File: src/sv/intel_hex_record_writer_unit_defines.svh
// ----------------------------------------------------------------------------
// Intel HEX record writer - assertion macros
// Concurrent check wrappers; empty when SYNTHESIS is defined.
// ----------------------------------------------------------------------------
`ifndef INTEL_HEX_RECORD_WRITER_UNIT_DEFINES_SVH
`define INTEL_HEX_RECORD_WRITER_UNIT_DEFINES_SVH
`ifndef SYNTHESIS
// same-cycle implication
`define IHRW_ASSERT_NOW(lbl, clk, rst_n, ante, cons) \
	lbl: assert property (@(posedge clk) disable iff (!rst_n) (ante) |-> (cons)) \
	else $error("ihrw check failed");
// next-cycle implication
`define IHRW_ASSERT_NEXT(lbl, clk, rst_n, ante, cons) \
	lbl: assert property (@(posedge clk) disable iff (!rst_n) (ante) |=> (cons)) \
	else $error("ihrw check failed");
`else
`define IHRW_ASSERT_NOW(lbl, clk, rst_n, ante, cons)
`define IHRW_ASSERT_NEXT(lbl, clk, rst_n, ante, cons)
`endif
`endif

File: src/sv/ihrw_pkg.sv
// ----------------------------------------------------------------------------
// Intel HEX record writer - package
// Request codes, character positions, job type and digit encoding.
// ----------------------------------------------------------------------------
`default_nettype none
package ihrw_pkg;

	localparam logic [1:0] REQ_DATA  = 2'd0;
	localparam logic [1:0] REQ_EMPTY = 2'd1;
	localparam logic [1:0] REQ_EOF   = 2'd2;

	// character slots within one request's run
	localparam logic [3:0] P_COLON   = 4'd0;
	localparam logic [3:0] P_LEN_HI  = 4'd1;
	localparam logic [3:0] P_LEN_LO  = 4'd2;
	localparam logic [3:0] P_AH_HI   = 4'd3;
	localparam logic [3:0] P_AH_LO   = 4'd4;
	localparam logic [3:0] P_AL_HI   = 4'd5;
	localparam logic [3:0] P_AL_LO   = 4'd6;
	localparam logic [3:0] P_TYPE_HI = 4'd7;
	localparam logic [3:0] P_TYPE_LO = 4'd8;
	localparam logic [3:0] P_DATA_HI = 4'd9;
	localparam logic [3:0] P_DATA_LO = 4'd10;
	localparam logic [3:0] P_CKS_HI  = 4'd11;
	localparam logic [3:0] P_CKS_LO  = 4'd12;
	localparam logic [3:0] P_CR      = 4'd13;
	localparam logic [3:0] P_LF      = 4'd14;

	localparam logic [6:0] CH_COLON = 7'h3A;
	localparam logic [6:0] CH_CR    = 7'h0D;
	localparam logic [6:0] CH_LF    = 7'h0A;
	localparam logic [6:0] CH_ZERO  = 7'h30;
	localparam logic [6:0] CH_ALPHA = 7'h37;

	localparam int JOB_DEPTH = 4;
	localparam int JOB_PTR_W = $clog2(JOB_DEPTH);
	localparam int JOB_CNT_W = $clog2(JOB_DEPTH + 1);

	typedef struct packed {
		logic        has_hdr;
		logic [7:0]  hdr_len;
		logic [15:0] hdr_addr;
		logic        hdr_eof;
		logic        has_data;
		logic [7:0]  data;
		logic        has_tail;
		logic [7:0]  cks;
		logic        err;
		logic [15:0] shown;
	} job_t;

	typedef struct packed {
		logic                 full;
		logic                 empty;
		logic [JOB_CNT_W-1:0] count;
	} fifo_status_t;

	typedef struct packed {
		logic job_pop;
		logic char_load;
		logic char_last;
	} back_status_t;

	function automatic logic [6:0] hex_char(input logic [3:0] nib);
		logic [6:0] wide;
		wide = {3'b000, nib};
		return (nib < 4'd10) ? 7'(CH_ZERO + wide) : 7'(CH_ALPHA + wide);
	endfunction

endpackage
`default_nettype wire

File: src/sv/ihrw_front.sv
// ----------------------------------------------------------------------------
// Intel HEX record writer - front end
// Tracks the open record and turns each request into a character job.
// ----------------------------------------------------------------------------
`default_nettype none
module ihrw_front import ihrw_pkg::*; (
	input  wire logic        clk,
	input  wire logic        arst_n,
	input  wire logic        accept,
	input  wire logic [1:0]  req_type,
	input  wire logic [15:0] record_address,
	input  wire logic [7:0]  record_length,
	input  wire logic [7:0]  data_byte,
	output logic             job_push,
	output job_t             job
);

	logic [7:0]  bp_q, lat_q, sum_q;
	logic [15:0] cnt_q;
	logic [7:0]  bp_d, lat_d, sum_d;
	logic [15:0] cnt_d, cnt_inc;
	logic        first;
	logic [7:0]  addr_sum, base_sum, new_sum, new_bp, lat_use;

	assign first    = (bp_q == 8'd0);
	assign addr_sum = 8'(record_address[15:8] + record_address[7:0]);
	assign base_sum = first ? 8'(record_length + addr_sum) : sum_q;
	assign new_sum  = 8'(base_sum + data_byte);
	assign new_bp   = 8'(bp_q + 8'd1);
	assign lat_use  = first ? record_length : lat_q;
	assign cnt_inc  = 16'(cnt_q + 16'd1);

	always_comb begin
		bp_d          = bp_q;
		lat_d         = lat_q;
		sum_d         = sum_q;
		cnt_d         = cnt_q;
		job_push      = 1'b0;
		job           = '0;
		job.hdr_addr  = record_address;
		job.data      = data_byte;
		job.err       = !first;
		case (req_type)
			REQ_DATA: begin
				job_push = accept;
				job.err  = 1'b0;
				if (first && record_length == 8'd0) begin
					// zero length: empty record, byte dropped
					job.has_hdr  = 1'b1;
					job.has_tail = 1'b1;
					job.cks      = 8'(8'd0 - addr_sum);
					cnt_d        = cnt_inc;
				end else begin
					job.has_hdr  = first;
					job.hdr_len  = record_length;
					job.has_data = 1'b1;
					job.cks      = 8'(8'd0 - new_sum);
					if (new_bp >= lat_use) begin
						job.has_tail = 1'b1;
						cnt_d        = cnt_inc;
						bp_d         = 8'd0;
						lat_d        = 8'd0;
						sum_d        = 8'd0;
					end else begin
						bp_d  = new_bp;
						lat_d = lat_use;
						sum_d = new_sum;
					end
				end
				job.shown = cnt_d;
			end
			REQ_EMPTY: begin
				job_push     = accept;
				job.has_hdr  = 1'b1;
				job.has_tail = 1'b1;
				job.cks      = 8'(8'd0 - addr_sum);
				bp_d         = 8'd0;
				lat_d        = 8'd0;
				sum_d        = 8'd0;
				cnt_d        = cnt_inc;
				job.shown    = cnt_inc;
			end
			REQ_EOF: begin
				job_push     = accept;
				job.has_hdr  = 1'b1;
				job.hdr_addr = 16'd0;
				job.hdr_eof  = 1'b1;
				job.has_tail = 1'b1;
				job.cks      = 8'hFF;
				bp_d         = 8'd0;
				lat_d        = 8'd0;
				sum_d        = 8'd0;
				cnt_d        = 16'd0;
				job.shown    = cnt_q;
			end
			default: begin
				// unknown request: drop
				job_push = 1'b0;
			end
		endcase
	end

	always_ff @(posedge clk or negedge arst_n) begin
		if (!arst_n) begin
			bp_q  <= 8'd0;
			lat_q <= 8'd0;
			sum_q <= 8'd0;
			cnt_q <= 16'd0;
		end else if (accept) begin
			bp_q  <= bp_d;
			lat_q <= lat_d;
			sum_q <= sum_d;
			cnt_q <= cnt_d;
		end
	end

endmodule
`default_nettype wire

File: src/sv/ihrw_job_fifo.sv
// ----------------------------------------------------------------------------
// Intel HEX record writer - job queue
// Short queue between the front end and the character sequencer.
// ----------------------------------------------------------------------------
`default_nettype none
module ihrw_job_fifo import ihrw_pkg::*; (
	input  wire logic  clk,
	input  wire logic  arst_n,
	input  wire logic  wr_en,
	input  wire job_t  wr_job,
	input  wire logic  rd_en,
	output job_t       rd_job,
	output fifo_status_t status
);

	job_t                 mem_q [JOB_DEPTH];
	logic [JOB_PTR_W-1:0] wr_ptr_q, rd_ptr_q;
	logic [JOB_CNT_W-1:0] cnt_q;
	logic                 do_wr, do_rd;

	assign status.full  = (cnt_q == JOB_CNT_W'(JOB_DEPTH));
	assign status.empty = (cnt_q == '0);
	assign status.count = cnt_q;
	assign do_wr        = wr_en && !status.full;
	assign do_rd        = rd_en && !status.empty;
	assign rd_job       = mem_q[rd_ptr_q];

	always_ff @(posedge clk) begin
		if (do_wr) begin
			mem_q[wr_ptr_q] <= wr_job;
		end
	end

	always_ff @(posedge clk or negedge arst_n) begin
		if (!arst_n) begin
			wr_ptr_q <= '0;
			rd_ptr_q <= '0;
			cnt_q    <= '0;
		end else begin
			if (do_wr) begin
				wr_ptr_q <= JOB_PTR_W'(wr_ptr_q + 1'b1);
			end
			if (do_rd) begin
				rd_ptr_q <= JOB_PTR_W'(rd_ptr_q + 1'b1);
			end
			if (do_wr && !do_rd) begin
				cnt_q <= JOB_CNT_W'(cnt_q + 1'b1);
			end else if (do_rd && !do_wr) begin
				cnt_q <= JOB_CNT_W'(cnt_q - 1'b1);
			end
		end
	end

endmodule
`default_nettype wire

File: src/sv/ihrw_back.sv
// ----------------------------------------------------------------------------
// Intel HEX record writer - character sequencer
// Walks the slots of the head job into the result register, one character
// a cycle while the result register is empty or being popped.
// ----------------------------------------------------------------------------
`default_nettype none
module ihrw_back import ihrw_pkg::*; (
	input  wire logic   clk,
	input  wire logic   arst_n,
	input  wire logic   job_valid,
	input  wire job_t   job,
	input  wire logic   pop,
	output logic        empty,
	output logic [6:0]  ascii_char,
	output logic        last_of_run,
	output logic        order_error,
	output logic [15:0] records_written,
	output back_status_t status
);

	logic       busy_q;
	logic [3:0] pos_q;
	logic       out_valid_q;
	logic [3:0] start_pos, cur_pos, next_pos;
	logic       advance, load, last;
	logic [3:0] nib;
	logic [6:0] ch;

	assign start_pos = job.has_hdr ? P_COLON : (job.has_data ? P_DATA_HI : P_CKS_HI);
	assign cur_pos   = busy_q ? pos_q : start_pos;
	assign advance   = !out_valid_q || pop;
	assign load      = job_valid && advance;
	assign last      = (cur_pos == P_LF) || (cur_pos == P_DATA_LO && !job.has_tail);

	assign status.job_pop   = load && last;
	assign status.char_load = load;
	assign status.char_last = last;
	assign empty            = !out_valid_q;

	always_comb begin
		case (cur_pos)
			P_TYPE_LO: next_pos = job.has_data ? P_DATA_HI : P_CKS_HI;
			P_DATA_LO: next_pos = P_CKS_HI;
			default:   next_pos = 4'(cur_pos + 4'd1);
		endcase
	end

	always_comb begin
		case (cur_pos)
			P_LEN_HI:  nib = job.hdr_len[7:4];
			P_LEN_LO:  nib = job.hdr_len[3:0];
			P_AH_HI:   nib = job.hdr_addr[15:12];
			P_AH_LO:   nib = job.hdr_addr[11:8];
			P_AL_HI:   nib = job.hdr_addr[7:4];
			P_AL_LO:   nib = job.hdr_addr[3:0];
			P_TYPE_LO: nib = {3'b000, job.hdr_eof};
			P_DATA_HI: nib = job.data[7:4];
			P_DATA_LO: nib = job.data[3:0];
			P_CKS_HI:  nib = job.cks[7:4];
			P_CKS_LO:  nib = job.cks[3:0];
			default:   nib = 4'd0;
		endcase
		case (cur_pos)
			P_COLON: ch = CH_COLON;
			P_CR:    ch = CH_CR;
			P_LF:    ch = CH_LF;
			default: ch = hex_char(nib);
		endcase
	end

	always_ff @(posedge clk or negedge arst_n) begin
		if (!arst_n) begin
			busy_q      <= 1'b0;
			pos_q       <= P_COLON;
			out_valid_q <= 1'b0;
		end else begin
			if (load) begin
				busy_q      <= !last;
				pos_q       <= next_pos;
				out_valid_q <= 1'b1;
			end else if (pop) begin
				out_valid_q <= 1'b0;
			end
		end
	end

	// result payload: hold while stalled
	always_ff @(posedge clk) begin
		if (load) begin
			ascii_char      <= ch;
			last_of_run     <= last;
			order_error     <= job.err;
			records_written <= job.shown;
		end
	end

endmodule
`default_nettype wire

File: src/sv/intel_hex_record_writer_unit.sv
// ----------------------------------------------------------------------------
// Intel HEX record writer - top level
// Data bytes and record requests in, Intel HEX text out, one character per
// result.
// ----------------------------------------------------------------------------
// Request channel: push/full. A request is taken when push is high and full is
// low; req_type selects data byte, empty record or end-of-file record.
// Result channel: empty/pop. While empty is low, ascii_char and its flags show
// the oldest character; it is taken when pop is high.
// A request is classified and the record state updated in the cycle it is
// taken; it then waits in a four-deep job queue. The sequencer sends one
// character a cycle while the result register is empty or being popped;
// a request passes through the job queue and then the result register. A
// middle data byte gives 2 characters, a one-byte record 15, an empty or
// end-of-file record 13.
// Requests keep being taken while the queue has room, also while a result
// waits; when the receiver stops popping, the result register holds, the
// queue fills and full rises.
// Reset clears the open record, the record count, the queue and the result
// valid flag; the result payload is not reset. No clearing pass is needed.
// ----------------------------------------------------------------------------
`default_nettype none
`include "intel_hex_record_writer_unit_defines.svh"
module intel_hex_record_writer_unit import ihrw_pkg::*; (
	input  wire logic        clk,
	input  wire logic        arst_n,
	input  wire logic        push,
	output logic             full,
	input  wire logic [1:0]  req_type,
	input  wire logic [15:0] record_address,
	input  wire logic [7:0]  record_length,
	input  wire logic [7:0]  data_byte,
	output logic             empty,
	input  wire logic        pop,
	output logic [6:0]       ascii_char,
	output logic             last_of_run,
	output logic             order_error,
	output logic [15:0]      records_written
);

	logic         accept;
	logic         job_push;
	job_t         front_job, head_job;
	fifo_status_t fifo_st;
	back_status_t back_st;

	assign full   = fifo_st.full;
	assign accept = push && !fifo_st.full;

	ihrw_front u_front (
		.clk            (clk),
		.arst_n         (arst_n),
		.accept         (accept),
		.req_type       (req_type),
		.record_address (record_address),
		.record_length  (record_length),
		.data_byte      (data_byte),
		.job_push       (job_push),
		.job            (front_job)
	);

	ihrw_job_fifo u_fifo (
		.clk    (clk),
		.arst_n (arst_n),
		.wr_en  (job_push),
		.wr_job (front_job),
		.rd_en  (back_st.job_pop),
		.rd_job (head_job),
		.status (fifo_st)
	);

	ihrw_back u_back (
		.clk             (clk),
		.arst_n          (arst_n),
		.job_valid       (!fifo_st.empty),
		.job             (head_job),
		.pop             (pop),
		.empty           (empty),
		.ascii_char      (ascii_char),
		.last_of_run     (last_of_run),
		.order_error     (order_error),
		.records_written (records_written),
		.status          (back_st)
	);

	// a job written to an empty queue is visible next cycle
	`IHRW_ASSERT_NEXT(a_fifo_fill, clk, arst_n, job_push && fifo_st.empty, !fifo_st.empty)
	// a job leaves the queue only with its final character
	`IHRW_ASSERT_NOW(a_pop_on_last, clk, arst_n, back_st.job_pop,
		back_st.char_load && back_st.char_last && !fifo_st.empty)
	// occupancy stays within the queue
	`IHRW_ASSERT_NOW(a_fifo_bound, clk, arst_n, 1'b1, fifo_st.count <= JOB_CNT_W'(JOB_DEPTH))

endmodule
`default_nettype wire
File: config.mk
export PLATFORM = sky130hd
export DESIGN_NAME = intel_hex_record_writer_unit
export DESIGN_NICKNAME = d
export VERILOG_FILES = /design/src/sv/ihrw_pkg.sv /design/src/sv/ihrw_front.sv /design/src/sv/ihrw_job_fifo.sv /design/src/sv/ihrw_back.sv /design/src/sv/intel_hex_record_writer_unit.sv
export VERILOG_INCLUDE_DIRS = /design/src /design/src/sv
export SDC_FILE = /design/constraint.sdc
export NUM_CORES = 1
export LEC_CHECK = 0
export ABC_CLOCK_PERIOD_IN_PS = 4700
export BUFFER_PORTS_ARGS = -buffer_cell sky130_fd_sc_hd__buf_2
export CELL_PAD_IN_SITES_DETAIL_PLACEMENT = 2
export CELL_PAD_IN_SITES_GLOBAL_PLACEMENT = 2
export CORE_ASPECT_RATIO = 1.1
export CORE_MARGIN = 2
export CORE_UTILIZATION = 40
export DETAILED_ROUTE_END_ITERATION = 16
export PLACE_DENSITY_LB_ADDON = 0.25
export SLEW_MARGIN = 25
export SYNTH_ARGS = -nofsm -noshare
export SYNTH_HDL_FRONTEND = slang
export SYNTH_SLANG_ARGS = --single-unit
File: constraint.sdc
create_clock -name clk -period 4.7 [get_ports clk]
set_input_delay 0.94 -clock clk [delete_from_list [all_inputs] [get_ports clk]]
set_output_delay 0.94 -clock clk [all_outputs]
set_load 0.1 [all_outputs]
After elaboration in Yosys (flattened, before gate mapping)
Memories as Yosys holds them, arrays and structs flattened. Index checks and enable logic that the tools add are counted.

Reductions and logical operators: 32. $add $sub $neg: 14. Equality and inequality tests: 17. Magnitude comparators: 2. Muxes and demuxes: 40.

Operators with widths (count): 16-bit one-hot mux with 3 select lines (2); 8-bit 2-to-1 mux (10); 8-bit one-hot mux with 2 select lines (3); 4-bit one-hot mux with 11 select lines (1); 16-bit 2-to-1 mux (2); 4-bit == test (second input constant) (7); 9-bit one-hot mux with 3 select lines (1); 8-bit adder (3); 7-bit one-hot mux with 3 select lines (1); 17-bit 2-to-1 mux (1); 16-bit by 1-bit adder with 16-bit output (second input constant) (1); 8-bit zero test (2); 1-bit by 8-bit subtractor with 8-bit output (first input constant) (2); 6-bit by 4-bit adder with 7-bit output (first input constant) (2); 4-bit by 3-bit == test with 1-bit output (second input constant) (3); 1-bit 2-to-1 mux (10); 1-bit logical AND (9); 9-bit 2-to-1 mux (1); 8-bit by 1-bit adder with 8-bit output (second input constant) (1); 4-bit by 2-bit == test with 1-bit output (second input constant) (2); 8-bit >= comparator (1); 1-bit zero test (8); 4-bit 2-to-1 mux (2); 4-bit one-hot mux with 2 select lines (1); other kinds (24) (29).

Memory bits (writable): 244. Logic and storage cells: 120. Input port bits: 38. Memories kept: 1. Flip-flop bits (word level): 78. Output and inout bits: 27.

Memories: u_fifo.mem_q (depth 4, width 61, rd ports 1, clocked after memory_dff 0, wr ports 1, RTL line ihrw_job_fifo.sv:16) `job_t mem_q [JOB_DEPTH];`.

Longest topological paths before layout
Gate-level depths: netlist of run 1. An unclocked memory read counts as a cell.

Depth after elaboration: 12. Depth in mapped cells: 20. Gate-level depth less buffers: 20.

By module
From an unflattened synthesis of run 1, not the netlist that was laid out.

Cells, all modules: 1128. Area total of the unflattened synthesis: 15721.3 sq um.

By module, submodules not included: ihrw_job_fifo (area an instance 9296.4 sq um, cells an instance 355, sequential area each 7502.2 sq um, times used 1); ihrw_front (area an instance 4672.0 sq um, cells an instance 617, sequential area each 1001.0 sq um, times used 1); ihrw_back (area an instance 1735.4 sq um, cells an instance 154, sequential area each 900.9 sq um, times used 1); intel_hex_record_writer_unit (area an instance 17.5 sq um, cells an instance 2, sequential area each 0.0 sq um, times used 1).

Worst setup path after synthesis of run 1
No wires, ideal clock.

Path kind: input to register. Start point: in record_address[0]. End point: mem u_fifo.mem_q[0][23] (netlist bit) (data pin). Library setup time: 277 ps. Arrival: 4458 ps. Data required time: 4423 ps. Stages: 16. Setup slack: -35 ps. Path buffers: 0. Path through: ha_1 -> fa_1 -> xor2_1 -> ha_1 -> nor2b_1 -> nor2_1 -> xnor2_1 -> mux2_2 -> ha_1 -> o21ai_0 -> a21boi_0 -> nor2_1 -> or4_1 -> xnor3_1 -> a221oi_1 -> nor2_1.

RTL lines: start: declaration (RTL line intel_hex_record_writer_unit.sv:30) `input wire logic [15:0] record_address,`; end: declaration (RTL line ihrw_job_fifo.sv:16).

==> impl_metrics.py, run 1 <==
metrics = {
    "die": {
        "dieHeight_um": 209,
        "initial_core_util_pct": 40.8,
        "coreArea_mm2": 0.0373,
        "dieArea_mm2": 0.0397,
        "die_w_um": 190,
        "ios": 65,
        "row_count": 74,
    },
    "sta": {
        "finalHoldViolations": 0,
        "slew_violations": 0,
        "tightest_slew_ps": 950,
        "fin_crit_sh_pct": 97.4,
        "relSlewSlack_pct": 36.5,
        "fin_crit_ps": 4580,
        "fmax_ghz": 0.219,
        "setup_violations": 0,
        "tns_ps": 0,
        "finalClockSkew_ps": 14.9,
    },
    "clocking": {
        "cts_sinks": 322,
        "numCtsBuffers": 35,
        "root_buffer": "clkbuf_16",
        "cts_max_path_buffers": 3,
        "cts_hold_buf": 0,
        "clkLatencyLatePin_ps": 540,
        "cts_tree": "built",
        "clkSlewWorstSetupHoldPaths_ps": 60,
        "cts_htree_levels": 2,
    },
    "finish": {
        "syn_to_final_growth_pct": 16.6,
        "diodes": 0,
        "fill_cells": 3558,
        "num-nets-final": 1275,
        "layout-drive-gt1-share_pct": 23.5,
    },
    "pwr": {
        "total_power_uw": 12200,
        "p_seq_share_pct": 33.7,
        "internal_power_uw": 7440,
        "cellPowerDensity_mw_per_mm2": 688,
        "switchingPower_uw": 4780,
        "pwr-share-clk_pct": 23.4,
        "ir_worst_vdd_mv": 0.378,
        "leakagePower_uw": 0.00655,
        "power_frac_comb_pct": 43.0,
        "switching_share_pct": 39.1,
    },
    "global_route": {
        "grt_pass1_wl_um": 70800,
        "grt_antenna_before_repair": 1,
        "overflow": 0,
        "grt_max_degree": 62,
        "grtUsageTotal_pct": 23.9,
        "grt_pass1_vias": 11200,
    },
    "critical_path": {
        "path_buf_inv": 4,
        "crit_path_top_delay_cell": "fa_2",
        "worstSetupStartpointType": "input pin",
        "critPathCaptureType": "register",
        "worstPathRequired_ps": 4970,
        "critPathArrivalTime_ps": 4840,
        "crit_path_cell_trace": "buf_2, ha_2, fa_2, inv_1, fa_1, o21ai_2, inv_1, fa_1, nor2b_1, o21ai_0, a21boi_1, nor2_1, buf_4, or3_1, xor2_1, a221oi_2, nor2_2",
        "path_max_fanout": 4,
        "slowest_delay_ps": 560,
        "path_class": "in -> reg",
        "critPathTopFamily": "adder cells",
    },
    "run_status": {
        "status": "finished clean",
    },
    "detailed_routing": {
        "dr.pass1.iters": 5,
        "met1_length_um": 19200,
        "drt_iter0_drc": 668,
        "highest_layer": "met5",
        "post-route-drc-count": 0,
        "dr_total_vias": 9885,
        "dr_wl_met3_um": 1560,
        "route.detailed.wl_per_inst_um": 27.3,
        "route.met2.wl_um": 24300,
        "via_per_inst": 5.80,
        "ant_nets": 0,
        "wl_um": 46500,
    },
    "synthesis": {
        "syn_inst": 1071,
        "postSynthRegisterBits": 322,
        "avgSynthCellArea_um2": 14.2,
        "synth.area.top_cells": "edfxtp_1 (53%), dfrtp_1 (8.7%), mux4_2 (8.1%), ha_1 (4.0%), a21oi_1 (1.9%)",
        "netlist.area_leader.share_pct": 53.0,
        "ys.flop_type": "edfxtp_1",
        "synth_area_leader_cell": "edfxtp_1",
        "ys_types": 69,
        "synth.cell_area_mm2": 0.0152,
        "synth_fp_nets": 1162,
        "synth-edff-count": 269,
        "yosysSeqAreaShare_pct": 61.7,
        "yosys_warnings": 0,
        "async_flop_share_pct": 16.5,
    },
    "placed_design": {
        "hpwl_um": 30900,
        "gp_congestion": 0.850,
        "port_buffers": 64,
    },
    "min_path": {
        "min_path_type": "reg -> reg",
    },
    "flow_run": {
        "maxCapViolations": 0,
    },
}
routing by layer:
layer | vias to the layer above | GRT usage, %
li1 | 4347 | -
met1 | 5238 | 29.7
met2 | 206 | 42.8
met3 | 92 | 3.33
met4 | 2 | 7.91
met5 | - | 0
layout by cell type, fill, tap and decap left out, drive strengths merged, types with 21 or more instances in the layout:
cell,synthesis,final
xor2,25,25
nand3,28,28
inv,40,41
a22oi,21,21
ha,49,49
nor2b,24,24
edfxtp,269,269
nor2,39,39
o21ai,60,60
a21oi,61,61
xnor2,21,21
mux4,61,61
dfrtp,53,53
clkbuf,40,50
nand2,74,74
buf,19,135
worst min-delay path, delay by kind of cell, from the launching register on:
kind	cells	cell delay, ps
DFF	1	340
and+or+nand+nor	1	50
AOI/OAI and AO/OA	1	60
power groups by stage:
stage | sequential (µW) | combinational, µW | clock (µW)
after floorplan | 4810 | 2780 | 0
after global placement | 4110 | 4980 | 0
after detailed placement | 4170 | 5170 | 0
after CTS | 4120 | 5270 | 2900
after global routing | 4170 | 5630 | 2990
final | 4110 | 5260 | 2850
registers in the layout, summed over array words and instances, names as in the netlist:
register	cells
u_back.pos_q	4
u_front.lat_q	8
u_front.cnt_q	16
u_fifo.rd_ptr_q	2
u_back.last_of_run	1
u_back.order_error	1
u_fifo.wr_ptr_q	2
u_back.ascii_char	7
u_front.sum_q	8
u_fifo.cnt_q	3
u_back.out_valid_q	1
u_fifo.mem_q	244
u_back.records_written	16
u_front.bp_q	8
u_back.busy_q	1
metrics by stage:
step / std cells / hold slack (ps) / worst slack [ps] / cell area [µm²] / utilization, %
after floorplan: 1071 / 449 / 8.34 / 15200 / -
after global placement: 1640 / 462 / -413 / 16500 / 44.3
after detailed placement: 1641 / 474 / -623 / 16500 / 44.3
after CTS: 1703 / 488 / 13.4 / 17700 / 47.5
after global routing: 1703 / 512 / -13.5 / 17800 / 47.6
final: 1703 / 483 / 124 / 17800 / 47.6
logic make-up (layout without fill, tap and decap cells):
group | count (synthesis) | after routing | synth area share (%)
buf+inv | 99 | 237 | 2.77
fa+ha+maj | 53 | 53 | 4.55
flops | 322 | 322 | 61.7
simple gates | 241 | 241 | 7.82
compound gates | 237 | 237 | 10.4
mux | 72 | 72 | 9.93
xor+xnor | 47 | 47 | 2.79
path summary, 6_finish.rpt:
| check | start | to | slack, ps | depth (start not counted) |
|---|---|---|---|---|
| max | record_address[0] | u_fifo.mem_q[2][22] | 120 | 17 |
| min | u_front.lat_q[1] | u_front.lat_q[1] | 480 | 2 |
| max reg2reg | u_front.bp_q[1] | u_fifo.mem_q[0][15] | 530 | 15 |
| min reg2reg | u_front.lat_q[1] | u_front.lat_q[1] | 480 | 2 |
| max in group asynchronous | arst_n | u_fifo.rd_ptr_q[0] | 3200 | 2 |
| min in group asynchronous | arst_n | u_fifo.rd_ptr_q[1] | 550 | 1 |
final cells by class:
class / instances / area [µm²] / area share [%]
flip-flops and latches: 322 / 9410 / 52.9
multi-input cells: 650 / 5530 / 31.1
clock buffers: 50 / 993 / 5.59
repair buffers: 135 / 901 / 5.07
well taps: 494 / 618 / 3.48
clock inverters: 12 / 178 / 0.999
inverters: 40 / 150 / 0.845
synthesized netlist by cell type, drive strengths merged, types with 2 or more instances:
library cell and count:
edfxtp 269, nand2 74, a21oi 61, mux4 61, o21ai 60, dfrtp 53, ha 49, clkbuf 40
inv 40, nor2 39, nand3 28, xor2 25, nor2b 24, a22oi 21, xnor2 21, buf 19
nor3 16, and2 15, nand2b 12, a21o 11, a221oi 11, and3 11, a22o 10, a21boi 8
mux2i 8, a211oi 6, nor4 6, a222oi 5, nor3b 5, o2111ai 5, o21a 5, o21bai 5
a311oi 4, fa 4, nand4 4, o211ai 4, o31ai 4, mux2 3, o2bb2ai 3, a31oi 2
o22a 2, or3 2
repair_timing:
| action | CTS | global route |
|---|---|---|
| endpoints found under the hold margin | 0 | 0 |
| endpoints found under the setup margin | 12 | 70 |
| buffers inserted | 0 | 0 |
| resized for setup | 7 | 15 |
| pin swaps | 0 | 6 |
(Power assumes the default switching activity.)
==> run 2, diff against run 1 <==
--- a/config.mk
+++ b/config.mk
@@ -12,9 +12,9 @@
 export CELL_PAD_IN_SITES_GLOBAL_PLACEMENT = 2
 export CORE_ASPECT_RATIO = 1.1
 export CORE_MARGIN = 2
-export CORE_UTILIZATION = 40
+export CORE_UTILIZATION = 45
 export DETAILED_ROUTE_END_ITERATION = 16
-export PLACE_DENSITY_LB_ADDON = 0.25
+export PLACE_DENSITY_LB_ADDON = 0.1
 export SLEW_MARGIN = 25
 export SYNTH_ARGS = -nofsm -noshare
 export SYNTH_HDL_FRONTEND = slang
==> impl_metrics.py, run 2 (same netlist as run 1, synthesis figures left out) <==
metrics = {
    "finish": {
        "largest_reg_flops": 244,
        "num-nets-final": 1285,
        "fin_area_mm2": 0.0178,
        "largestRegisters": "u_fifo.mem_q x244, u_back.records_written x16, u_front.cnt_q x16",
        "fill_cells": 3062,
        "layout-drive-gt1-share_pct": 25.0,
        "final_cell_mix": "edfxtp_1 (269), buf_4 (74), nand2_1 (73)",
        "ff_latch_area_mm2": 0.00941,
        "fin_util_pct": 53.6,
        "layout_commonest_cell": "edfxtp_1",
        "top_register": "u_fifo.mem_q",
        "syn_to_final_growth_pct": 17.1,
        "multi_input_area_mm2": 0.00567,
    },
    "clocking": {
        "clkSlewWorstSetupHoldPaths_ps": 60,
        "clkLatencyLatePin_ps": 550,
        "cts_sinks": 322,
        "numCtsBuffers": 37,
        "cts_hold_buf": 0,
        "root_buffer": "clkbuf_16",
        "cts_tree": "built",
        "cts_max_path_buffers": 3,
        "cts_htree_levels": 2,
    },
    "sta": {
        "relSlewSlack_pct": 26.9,
        "setup_violations": 7,
        "fin_crit_ps": 4710,
        "layout_setup_ws_ps": -10.6,
        "slew_violations": 0,
        "hold_slack_ps": 486,
        "finalHoldViolations": 0,
        "finalClockSkew_ps": 19.3,
        "fin_crit_sh_pct": 100,
        "fmax_ghz": 0.212,
        "tightest_slew_ps": 1090,
    },
    "die": {
        "die_w_um": 179,
        "row_count": 70,
        "initial_core_util_pct": 45.8,
        "dieHeight_um": 197,
        "dieArea_mm2": 0.0354,
        "ios": 65,
        "coreArea_mm2": 0.0333,
    },
    "critical_path": {
        "worstSetupStartpointType": "input pin",
        "cp_num_cells": 17,
        "crit_path_top_delay_cell": "fa_2",
        "critPathCaptureType": "register",
        "critPathArrivalTime_ps": 5040,
        "path_max_fanout": 4,
        "worstPathRequired_ps": 5030,
        "slowest_delay_ps": 580,
        "critPathTopFamily": "adder cells",
        "path_buf_inv": 4,
        "path_class": "in -> reg",
        "r2r_cells": 11,
        "crit_path_cell_trace": "buf_2, ha_4, fa_2, inv_1, fa_1, o21ai_1, inv_1, fa_1, nor2b_1, o21ai_2, a21boi_2, nor2_1, buf_4, or3_4, xor2_1, a221oi_2, nor2_2",
    },
    "detailed_routing": {
        "wl_um": 54800,
        "dr_total_vias": 10500,
        "dr.pass1.iters": 5,
        "route.detailed.wl_per_inst_um": 33.1,
        "ant_nets": 0,
        "drt_iter0_drc": 981,
        "post-route-drc-count": 0,
        "via_per_inst": 6.37,
    },
    "global_route": {
        "grt_pass1_vias": 11700,
        "grtUsageTotal_pct": 28.8,
        "busiest_layer": "met2",
        "grt_max_degree": 59,
        "grt_pass1_wl_um": 76100,
        "grt_use_met1_pct": 35.8,
        "gr-usage-met2_pct": 51.3,
        "met3_usage_pct": 3.61,
        "overflow": 0,
        "grt_antenna_before_repair": 1,
    },
    "run_status": {
        "status": "complete, but fails checks",
        "violations": "negative setup slack",
    },
    "placed_design": {
        "gp_congestion": 0.801,
        "dp_slack_ps": -778,
        "dpl_cell_area_mm2": 0.0165,
        "port_buffers": 64,
        "hpwl_um": 33000,
    },
    "flow_run": {
        "maxCapViolations": 0,
    },
    "pwr": {
        "cellPowerDensity_mw_per_mm2": 717,
        "leakagePower_uw": 0.00660,
        "ir_worst_vdd_mv": 0.408,
    },
    "min_path": {
        "min_path_type": "reg -> reg",
        "min_path_cells": 2,
    },
}
## run 2: power breakdown
group	leakage [µW]	switching, µW	internal, µW
registers	0.00318	329	3840
clock network	0.000538	1270	1510
logic	0.00289	3750	2090
total	0.00660	5350	7440
## run 2: final cells by class
cell class | instances | share of cell area, %
diodes | 1 | 0.0140
well taps | 432 | 3.03
repair buffers | 143 | 5.47
multi-input cells | 650 | 31.8
clock inverters | 17 | 0.505
inverters | 40 | 0.842
clock buffers | 50 | 5.64
flip-flops and latches | 322 | 52.7
## run 2: worst min-delay path: cells and delay by family, from the launching register on
family             cells  cell delay [ps]
AOI/OAI and AO/OA      1               60
DFF                    1              340
and+or+nand+nor        1               50
## run 2: final timing paths
path / startpoint / endpoint / slack [ps]
setup / recovery: record_address[0] / u_fifo.mem_q[3][22] / -10
hold / removal: u_front.lat_q[3] / u_front.lat_q[3] / 490
setup reg to reg: u_fifo.rd_ptr_q[0] / u_back.ascii_char[2] / 270
hold reg to reg: u_front.lat_q[3] / u_front.lat_q[3] / 490
max in group asynchronous: arst_n / u_fifo.rd_ptr_q[0] / 3130
min in group asynchronous: arst_n / u_back.pos_q[0] / 540
## run 2: stage by stage
stage / instances / total power [µW] / TNS [ps]
finish: 1655 / 12800 / -55.9
global route: 1654 / 13200 / -1150
CTS: 1650 / 12400 / 0
detailed placement: 1582 / 9510 / -11470
global placement: 1582 / 9130 / -6730
floorplan: 1071 / 7590 / 0
## run 2: per-layer routing
metal  vias up  wire [µm]
li1       4378          -
met1      5627      21700
met2       425      28400
met3       116       2650
met4         0       2070
met5         -          0
## run 2: timing repair
action,in CTS,in global routing
hold endpoints to repair,0,0
endpoints found under the setup margin,13,17
pin swaps,12,17
resized for setup,15,34
cloned,0,0
buffers inserted,1,4
